$ cat config.mk
export PLATFORM = sky130hd
export DESIGN_NAME = gslm_ram
export DESIGN_NICKNAME = d
export VERILOG_FILES = /design/src/rtl/generational_slot_lifetime_manager_assert.svh /design/src/rtl/gslm_ram.sv
export SDC_FILE = /design/constraint.sdc
export NUM_CORES = 1
export LEC_CHECK = 0
export ABC_AREA = 1
export BUFFER_PORTS_ARGS = -buffer_cell sky130_fd_sc_hd__buf_2
export CAP_MARGIN = 10
export CORE_ASPECT_RATIO = 0.75
export CORE_UTILIZATION = 35
export CTS_CLUSTER_SIZE = 16
export DETAILED_ROUTE_END_ITERATION = 8
export PLACE_DENSITY_LB_ADDON = 0.1
export SYNTH_ARGS = -nofsm -noshare
export SYNTH_HDL_FRONTEND = slang
export SYNTH_SLANG_ARGS = --single-unit
$ cat constraint.sdc
create_clock -name clk -period 1 [get_ports clk]
set_input_delay 0 -clock clk [delete_from_list [all_inputs] [get_ports clk]]
set_output_delay 0 -clock clk [all_outputs]
set_load 0.01 [all_outputs]
$ cat src/rtl/generational_slot_lifetime_manager_assert.svh
// ---------------------------------------------------------------------------
// generational slot lifetime manager assertion macros
// concurrent checks, empty when synthesized
// ---------------------------------------------------------------------------
`ifndef GENERATIONAL_SLOT_LIFETIME_MANAGER_ASSERT_SVH
`define GENERATIONAL_SLOT_LIFETIME_MANAGER_ASSERT_SVH

`ifndef SYNTHESIS
`define GSLM_ASSERT(label, expr) \
  label: assert property (@(posedge clk) disable iff (rst) (expr)) \
    else $error("gslm check failed");
`define GSLM_ASSERT_IMP(label, ante, cons) \
  label: assert property (@(posedge clk) disable iff (rst) (ante) |-> (cons)) \
    else $error("gslm check failed");
`else
`define GSLM_ASSERT(label, expr)
`define GSLM_ASSERT_IMP(label, ante, cons)
`endif

`endif

$ cat src/rtl/gslm_ram.sv
// ---------------------------------------------------------------------------
// gslm_ram
// one write port, one read port, registered read data
// ---------------------------------------------------------------------------
module gslm_ram #(
  parameter int W = 8,
  parameter int D = 2
) (
  input  logic                 clk,
  input  logic                 we,
  input  logic [$clog2(D)-1:0] waddr,
  input  logic [W-1:0]         wdata,
  input  logic [$clog2(D)-1:0] raddr,
  output logic [W-1:0]         rdata
);

  logic [W-1:0] mem [D];

  always_ff @(posedge clk) begin
    if (we) begin
      mem[waddr] <= wdata;
    end
    rdata <= mem[raddr];
  end

endmodule

==> flow_summary_export.csv, run 1 <==
group,metric,value,unit
outcome,outcome,"completed",
clocking,cts-buffers-inserted,3,
sta,maximum_clock_skew_at_final_layout,0.348,ps
global_route,grt_antenna_before_repair,0,
synth,post_syn_instances,54,
routing,routed_via_density,4.08,
setup_path,timing.critical_path.arrival,940,ps
sta,fin_crit_sh,73.6,%
power,switching_share,19.7,%
power,powerDensity,1690,mW/mm²
synth,synth_seq_cells,24,
sta,final.setup.tns,0,ps
die,die-width,55.8,µm
synth,synth_sequential_area_ratio,84.2,%
finish,most_common_cell_after_layout_fill_and_taps_aside,"sky130_fd_sc_hd__nand2_1",
setup_path,critical-path-top-delay-family,"buffers and inverters",
finish,finalNetCount,99,
finish,finalInstanceArea,995,µm²
finish,area.growth.synth_to_final,30.8,%
clocking,clock_tree_from_tritoncts,"yes",
sta,unrepaired_setup_endpoints_after_global_routing,"false",
power,peakVddDrop,0.946,mV
power,cell_internal_pwr,1.35,mW
synth,mappedNetlistArea,761,µm²
sta,timing.final.crit_period,736,ps
sta,relSlewSlack,79.7,%
placed_design,placed_cells,97,
global_route,first_pass_grt_wire_length,1690,µm
die,fp.coreArea,0.00203,mm²
clocking,cts.root.buffer_cell,"sky130_fd_sc_hd__clkbuf_4",
placed_design,total_placed_instance_area,882,µm²
finish,final_core_util,49.0,%
routing,post_drt_wl_per_cell,9.19,µm
synth,syn_avg_cell_area,14.1,µm²
global_route,grt_overflow,0,
global_route,grt_start_max_net_pins,13,
job,maxCapViolations,0,
sta,timing.final.hold_violations,0,
clocking,clkSinkCount,24,
clocking,clkTransAtPathRegs,110,ps
setup_path,critical_path_peak_fanout,9,
die,floorplan.initialDensity,37.4,%
finish,commonest_cells_after_routing_fill_and_taps_aside,"sky130_fd_sc_hd__nand2_1, sky130_fd_sc_hd__buf_2, sky130_fd_sc_hd__edfxtp_1",
clocking,worst_skew_pair.late_latency,290,ps
clocking,cts-hold-fix-buffers,8,
die,die_h,42.4,µm
worst_hold_path,min-delay-path-class,"in2reg",
power,clock_power_share,22.8,%
synth,yosysUniqueCellTypes,7,
setup_path,crit_path_start_kind,"input pin",
clocking,cts-htree-levels,1,
routing,postRouteAntennaNets,0,
sta,setup_viol_count_final,0,
synth,yosysWarningCount,0,
placed_design,gp_congestion,0.609,
power,p_comb_share,8.8,%
setup_path,critical-path-top-cell-by-count,"sky130_fd_sc_hd__nand2_1",
sta,worst_pin_slew,304,ps
finish,fin_cells,109,
power,p_sw,331,µW
setup_path,worst-setup-path-type,"in2reg",
routing,routed_wirelength,1000,µm
power,total_leakage_power,0.442,nW
die,floorplan.rows,14,
finish,layout-drive-gt1-share,28.2,%
routing,drt_iter0_markers,2,
routing,drcViolationCount,0,
synth,synth_top_area_cell,"sky130_fd_sc_hd__edfxtp_1",
setup_path,worst_path_max_delay_cell,"sky130_fd_sc_hd__dlygate4sd3_1",
die,floorplan.die_area,0.00237,mm²
finish,insertedDiodeCount,0,
global_route,grt_pass1_vias,403,
setup_path,delay_of_the_slowest_cell_on_the_worst_path,520,ps
setup_path,worst-path-buf-inv,3,
synth,syn_nets,66,
sta,report.final.slew_viol_count,0,
clocking,cts_repair_resize_count,0,
routing,drt_first_pass_iters,2,
global_route,track_usage,10.6,%
placed_design,io_buffers,19,
clocking,cts_post_setup_buffers_inserted,0,
setup_path,crit_path_cell_trace,"dlygate4sd3_1 -> buf_2 -> inv_2 -> nand2_1 -> nand2_1",
die,total_i_o_pin_count,20,
synth,synth_top_cells_by_area,"sky130_fd_sc_hd__edfxtp_1, sky130_fd_sc_hd__dfxtp_1, sky130_fd_sc_hd__nand2_1",
power,seqPwrFrac,68.4,%
finish,fillers,190,
clocking,cts.path.max_buffers,2,
setup_path,required,1200,ps
setup_path,kind_of_capture_point_of_the_worst_setup_path,"register",
routing,routed-via-count,445,
sta,whs,152,ps
synth,synthDominantCellAreaShare,63.2,%
sta,clock.fmax,1360,MHz
[layout make-up]
type                            instances  area, µm²  area share (%)
Tap cell                               24       30.0            3.02
Clock buffer                            3       22.5            2.26
Multi-Input combinational cell         26       97.6            9.81
Sequential cell                        24        641            64.4
Timing Repair Buffer                   29        193            19.4
Inverter                                3       11.3            1.13
[metrics by stage]
step                      total power [mW]  worst slack [ps]
after CTS                             1.70               249
after global placement                1.30               316
after floorplan                       1.23               240
final                                 1.68               264
after detailed placement              1.30               289
after global routing                  1.76               194
[cells by family (layout without fill, tap and decap cells)]
logic type,count (synthesis),after routing,share of synthesized area (%)
flops,24,24,84.2
simple gates,26,26,12.8
buf+inv,4,35,2.96
[state kept, by name, indices dropped and copies added, names as in the netlist]
| signal | cells |
|---|---|
| mem | 16 |
| rdata | 8 |
[Yosys cell counts (all sizes together)]
master,number
dfxtp,8
inv,3
edfxtp,16
buf,1
nand2,25
nor2,1
[per-layer routing]
layer,vias to the layer above,routed length (µm),track usage [%]
met5,-,0,0
met4,0,18,5.85
met3,2,71,6.48
met2,16,500,17.1
met1,188,412,10.8
li1,239,-,-
[power by group through the flow]
stage                     logic (mW)  registers [mW]  clock network [mW]
after global routing           0.166            1.16               0.443
final                          0.147            1.15               0.383
after CTS                      0.147            1.15               0.401
after detailed placement       0.123            1.17                   0
after floorplan               0.0459            1.19                   0
after global placement         0.123            1.17                   0
[tightest hold or removal path: stages]
cell                     delay, ps
sky130_fd_sc_hd__buf_2          90
sky130_fd_sc_hd__nor2_1         40
sky130_fd_sc_hd__buf_4         160
[worst paths after layout]
kind | slack, ps | end | from | cells past startpoint
worst min-delay path | 150 | mem[0][3]$_DFFE_PP_ | waddr | 3
worst max register to register | 410 | rdata[0]$_DFF_P_ | mem[0][0]$_DFFE_PP_ | 2
worst max-delay path | 260 | rdata[4]$_DFF_P_ | raddr | 5
worst min register to register | 450 | rdata[4]$_DFF_P_ | mem[1][4]$_DFFE_PP_ | 2
Power figures use the tool's default switching activity.
==> run 2: changes to the inputs <==
==> constraint.sdc (replaced) <==
create_clock -name clk -period 0.8 [get_ports clk]
set_input_delay 0 -clock clk [delete_from_list [all_inputs] [get_ports clk]]
set_output_delay 0 -clock clk [all_outputs]
set_load 0.01 [all_outputs]
==> flow_summary_export.csv, run 2 (synthesis results as in run 1) <==
group,metric,value,unit
die,total_i_o_pin_count,20,
routing,routed_wirelength,1100,µm
setup_path,worst-setup-path-type,"reg2out",
clocking,clkSinkCount,24,
outcome,outcome,"finished, violations left",
sta,report.final.slew_viol_count,0,
finish,largest_reg_flops,16,
routing,postRouteAntennaNets,0,
placed_design,io_buffers,19,
power,p_total,2.14,mW
clocking,worst_skew_pair.late_latency,300,ps
global_route,grt_overflow,0,
clocking,cts.root.buffer_cell,"sky130_fd_sc_hd__clkbuf_4",
setup_path,required,800,ps
global_route,first_pass_grt_wire_length,1610,µm
routing,routed_via_density,4.04,
setup_path,delay_of_the_slowest_cell_on_the_worst_path,330,ps
die,die_h,42.4,µm
placed_design,gp_congestion,0.596,
routing,drcViolationCount,0,
clocking,cts.path.max_buffers,2,
die,die-width,55.8,µm
clocking,cts-htree-levels,1,
die,floorplan.rows,14,
setup_path,ff2ff_setup_slack,210,ps
setup_path,crit_path_start_kind,"register",
placed_design,dp.final_hpwl,681,µm
finish,commonest_cells_after_routing_fill_and_taps_aside,"sky130_fd_sc_hd__nand2_1, sky130_fd_sc_hd__buf_2, sky130_fd_sc_hd__edfxtp_1",
clocking,clock_tree_from_tritoncts,"yes",
global_route,grt_start_max_net_pins,13,
routing,drt_first_pass_iters,2,
setup_path,crit-reg2reg-capture,"rdata[0]$_DFF_P_",
worst_hold_path,min-delay-path-class,"in2reg",
sta,maximum_clock_skew_at_final_layout,0.535,ps
power,powerDensity,2060,mW/mm²
sta,fin_crit_sh,92.9,%
clocking,cts-buffers-inserted,3,
sta,timing.final.hold_violations,2,
die,floorplan.die_area,0.00237,mm²
power,peakVddDrop,1.23,mV
setup_path,timing.critical_path.arrival,740,ps
setup_path,timing.critical_path.to,"rdata[7]",
sta,final.setup.tns,0,ps
global_route,grt_pass1_vias,370,
setup_path,critical-path-top-delay-family,"flip-flops",
finish,layout-drive-gt1-share,29.2,%
sta,setup_ws,56.9,ps
finish,most_common_cell_after_layout_fill_and_taps_aside,"sky130_fd_sc_hd__nand2_1",
sta,setup_viol_count_final,0,
finish,finalInstanceArea,0.00104,mm²
sta,relSlewSlack,80.6,%
setup_path,kind_of_capture_point_of_the_worst_setup_path,"output pin",
job,maxCapViolations,0,
die,fp.coreArea,0.00203,mm²
sta,clock.fmax,1350,MHz
setup_path,path_depth,1,
clocking,cts_post_setup_buffers_inserted,0,
global_route,track_usage,9.88,%
setup_path,critical_path_peak_fanout,1,
placed_design,total_placed_instance_area,890,µm²
power,total_leakage_power,0.462,nW
global_route,grt_antenna_before_repair,0,
finish,largest_registers,"mem (16), rdata (8)",
die,floorplan.initialDensity,37.4,%
setup_path,rr_startpoint,"mem[0][0]$_DFFE_PP_",
setup_path,crit_path_cell_trace,"buf_6",
setup_path,timing.critical_path.from,"rdata[7]$_DFF_P_",
sta,whs,-9.20,ps
setup_path,number_of_cell_instances_on_the_worst_register_to_register_path,2,
clocking,clkTransAtPathRegs,120,ps
routing,routed-via-count,457,
finish,most_flop_heavy_register,"mem",
finish,area.growth.synth_to_final,36.7,%
sta,timing.final.crit_period,743,ps
finish,insertedDiodeCount,0,
sta,worst_pin_slew,291,ps
setup_path,worst_path_max_delay_cell,"sky130_fd_sc_hd__dfxtp_2",
sta,unrepaired_setup_endpoints_after_global_routing,"false",
placed_design,dp_worst_setup_slack,93.7,ps
finish,finalNetCount,103,
routing,drt_iter0_markers,8,
outcome,violations,"hold timing",
setup_path,worst-path-buf-inv,1,
routing,post_drt_wl_per_cell,9.73,µm
[run 2: cell types whose count changed in the layout (fill, tap and decap cells not counted)]
| cell | before | now |
|---|---|---|
| sky130_fd_sc_hd__dlygate4sd3_1 | 9 | 12 |
| sky130_fd_sc_hd__buf_2 | 19 | 18 |
| sky130_fd_sc_hd__buf_4 | 1 | 2 |
| sky130_fd_sc_hd__dfxtp_1 | 8 | 7 |
| sky130_fd_sc_hd__dfxtp_2 | 0 | 1 |
| sky130_fd_sc_hd__buf_6 | 0 | 1 |
[run 2: final cells by class]
cell class | instances | area, µm²
Multi-Input combinational cell | 26 | 97.6
Sequential cell | 24 | 642
Inverter | 3 | 11.3
Timing Repair Buffer | 33 | 236
Fill cell | 188 | 992
Tap cell | 24 | 30.0
Clock buffer | 3 | 22.5
[run 2: worst min path at each step]
stage	to	cells after the start	slack [ps]	startpoint
2_1_floorplan	mem[0][0]$_DFFE_PP_	0	100	wdata[0]
3_3_place_gp	mem[1][2]$_DFFE_PP_	1	190	wdata[2]
3_5_place_dp	mem[0][2]$_DFFE_PP_	1	200	wdata[2]
4_1_cts	rdata[7]$_DFF_P_	3	0.7	raddr
5_1_grt	rdata[1]$_DFF_P_	3	8	raddr
6_report	rdata[1]$_DFF_P_	3	-9	raddr
[run 2: metal layers]
layer / wire length (µm) / global-route usage (%)
met1: 528 / 11.4
met2: 487 / 15.2
met3: 70 / 6.48
met4: 13 / 2.93
met5: 0 / 0
[run 2: worst reg2reg max path, stage by stage (launching register included)]
cell and delay, ps:
sky130_fd_sc_hd__edfxtp_1 380, sky130_fd_sc_hd__nand2_1 80, sky130_fd_sc_hd__nand2_1 40
[run 2: repair_timing]
action / CTS / global route
setup endpoints to repair: 0 / 1
hold endpoints to repair: 16 / 1
hold buffers: 8 / 4
gates resized for setup: 0 / 2
[run 2: power breakdown]
group / switching, mW / internal, mW
Clock: 0.318 / 0.176
Sequential: 0.0183 / 1.42
Combinational: 0.0978 / 0.110
[run 2: stage by stage]
| stage | std cells | util, % |
|---|---|---|
| after floorplan | 54 | - |
| after global placement | 98 | 43.8 |
| after detailed placement | 98 | 43.8 |
| after CTS | 109 | 48.8 |
| after global routing | 113 | 51.2 |
| final | 113 | 51.2 |
==> run 3: changes to the inputs <==
--- a/config.mk
+++ b/config.mk
@@ -7,9 +7,9 @@
 export LEC_CHECK = 0
 export ABC_AREA = 1
 export BUFFER_PORTS_ARGS = -buffer_cell sky130_fd_sc_hd__buf_2
-export CAP_MARGIN = 10
 export CORE_ASPECT_RATIO = 0.75
 export CORE_UTILIZATION = 35
+export CTS_BUF_LIST = sky130_fd_sc_hd__clkbuf_2
 export CTS_CLUSTER_SIZE = 16
 export DETAILED_ROUTE_END_ITERATION = 8
 export PLACE_DENSITY_LB_ADDON = 0.1
==> flow_summary_export.csv, run 3 (synthesis results as in run 1) <==
group,metric,value,unit
routing,routed_wirelength,989,µm
routing,drt_iter0_markers,5,
clocking,cts.path.max_buffers,2,
clocking,clock_tree_from_tritoncts,"yes",
placed_design,io_buffers,19,
finish,largest_registers,"mem (16), rdata (8)",
die,floorplan.rows,14,
sta,setup_viol_count_final,0,
finish,commonest_cells_after_routing_fill_and_taps_aside,"sky130_fd_sc_hd__nand2_1, sky130_fd_sc_hd__buf_2, sky130_fd_sc_hd__edfxtp_1",
setup_path,crit_path_cell_trace,"buf_6",
sta,report.final.slew_viol_count,0,
setup_path,worst-path-buf-inv,1,
routing,drt_first_pass_iters,2,
placed_design,dp.final_hpwl,681,µm
global_route,grt_pass1_vias,382,
finish,insertedDiodeCount,0,
setup_path,rr_startpoint,"mem[1][1]$_DFFE_PP_",
sta,clock.fmax,1290,MHz
power,p_sw,428,µW
clocking,clkSinkCount,24,
die,die-width,55.8,µm
finish,most_flop_heavy_register,"mem",
setup_path,critical-path-top-delay-family,"flip-flops",
routing,routed_via_density,4.03,
clocking,cts_post_setup_buffers_inserted,0,
global_route,grt_antenna_before_repair,0,
worst_hold_path,min-delay-path-class,"in2reg",
routing,routed-via-count,443,
sta,fin_crit_sh,97.1,%
placed_design,gp_congestion,0.596,
sta,worst_pin_slew,288,ps
finish,area.growth.synth_to_final,31.7,%
clocking,worst_skew_pair.late_latency,310,ps
power,powerDensity,2040,mW/mm²
sta,unrepaired_setup_endpoints_after_global_routing,"true",
setup_path,kind_of_capture_point_of_the_worst_setup_path,"output pin",
setup_path,timing.critical_path.arrival,780,ps
sta,timing.final.hold_violations,0,
finish,final_core_util,49.3,%
finish,layout-drive-gt1-share,30.2,%
die,fp.coreArea,0.00203,mm²
routing,drcViolationCount,0,
routing,postRouteAntennaNets,0,
finish,most_common_cell_after_layout_fill_and_taps_aside,"sky130_fd_sc_hd__nand2_1",
die,floorplan.initialDensity,37.4,%
setup_path,delay_of_the_slowest_cell_on_the_worst_path,360,ps
finish,multi_input_comb_area,97.6,µm²
clocking,clkTransAtPathRegs,190,ps
power,cell_internal_pwr,1.62,mW
die,total_i_o_pin_count,20,
die,die_h,42.4,µm
power,seqPwrFrac,70.1,%
power,total_leakage_power,0.448,nW
power,peakVddDrop,1.16,mV
global_route,grt_start_max_net_pins,13,
power,clock_power_share,20.5,%
worst_hold_path,holdCritStartpoint,"waddr",
finish,finalNetCount,100,
global_route,first_pass_grt_wire_length,1630,µm
finish,storage_cell_area,642,µm²
routing,post_drt_wl_per_cell,8.99,µm
power,switching_share,20.9,%
setup_path,critical_path_peak_fanout,1,
setup_path,worst_path_max_delay_cell,"sky130_fd_sc_hd__dfxtp_2",
sta,relSlewSlack,80.8,%
setup_path,worst-setup-path-type,"reg2out",
clocking,cts-buffers-inserted,3,
global_route,track_usage,10.0,%
setup_path,timing.critical_path.from,"rdata[7]$_DFF_P_",
setup_path,crit_path_start_kind,"register",
sta,maximum_clock_skew_at_final_layout,0.554,ps
sta,whs,116,ps
setup_path,required,800,ps
clocking,cts-htree-levels,1,
die,floorplan.die_area,0.00237,mm²
power,p_comb_share,9.4,%
clocking,cts.root.buffer_cell,"sky130_fd_sc_hd__clkbuf_2",
global_route,grt_overflow,0,
finish,largest_reg_flops,16,
outcome,outcome,"completed",
job,maxCapViolations,0,
sta,timing.final.crit_period,776,ps
finish,fillers,188,
==> run 3: cell types whose count changed in the layout (fill, tap and decap cells not counted) <==
| cell | before | now |
|---|---|---|
| sky130_fd_sc_hd__clkbuf_4 | 3 | 0 |
| sky130_fd_sc_hd__dlygate4sd3_1 | 12 | 9 |
| sky130_fd_sc_hd__clkbuf_2 | 0 | 3 |
==> run 3: cell type report <==
type                       instances  share of cell area (%)
timing repair buffer              30                    20.6
inverter                           3                    1.12
tap                               24                    3.00
clock buffer                       3                    1.50
multi-input combinational         26                    9.74
sequential                        24                    64.0
==> run 3: path summary, 6_finish.rpt <==
path / slack, ps / end / depth (start not counted)
setup / recovery: 20 / rdata[7] / 1
hold / removal: 120 / mem[0][7]$_DFFE_PP_ / 3
setup reg to reg: 210 / rdata[1]$_DFF_P_ / 2
hold reg to reg: 460 / rdata[1]$_DFF_P_ / 2
==> run 3: metal layers <==
layer	up-vias	part of all wire, %	track usage (%)
li1	239	-	-
met2	14	47	15.9
met5	-	0	0
met3	2	7.8	6.48
met1	188	45	11.2
met4	0	0.91	2.93
==> run 3: power groups by stage <==
stage	combinational (mW)	clock, mW	sequential (mW)
floorplan	0.0573	0	1.49
global placement	0.158	0	1.47
detailed placement	0.159	0	1.46
CTS	0.192	0.435	1.44
global route	0.215	0.491	1.45
finish	0.193	0.419	1.44
==> run 3: timing repair <==
item | in CTS | in global routing
endpoints found under the setup margin | 0 | 8
hold endpoints to repair | 24 | 0
hold buffers | 9 | 0
resized for setup | 0 | 2
==> run 3: metrics by stage <==
stage | instance area [µm²] | power, mW | setup TNS (ps) | setup slack (ps) | instances
5_1_grt | 1000 | 2.15 | -329 | -62.4 | 110
3_5_place_dp | 890 | 1.62 | 0 | 93.7 | 98
4_1_cts | 995 | 2.06 | 0 | 1.59 | 110
2_1_floorplan | 761 | 1.54 | 0 | 40.1 | 54
6_report | 1000 | 2.05 | 0 | 23.5 | 110
3_3_place_gp | 890 | 1.62 | 0 | 108 | 98
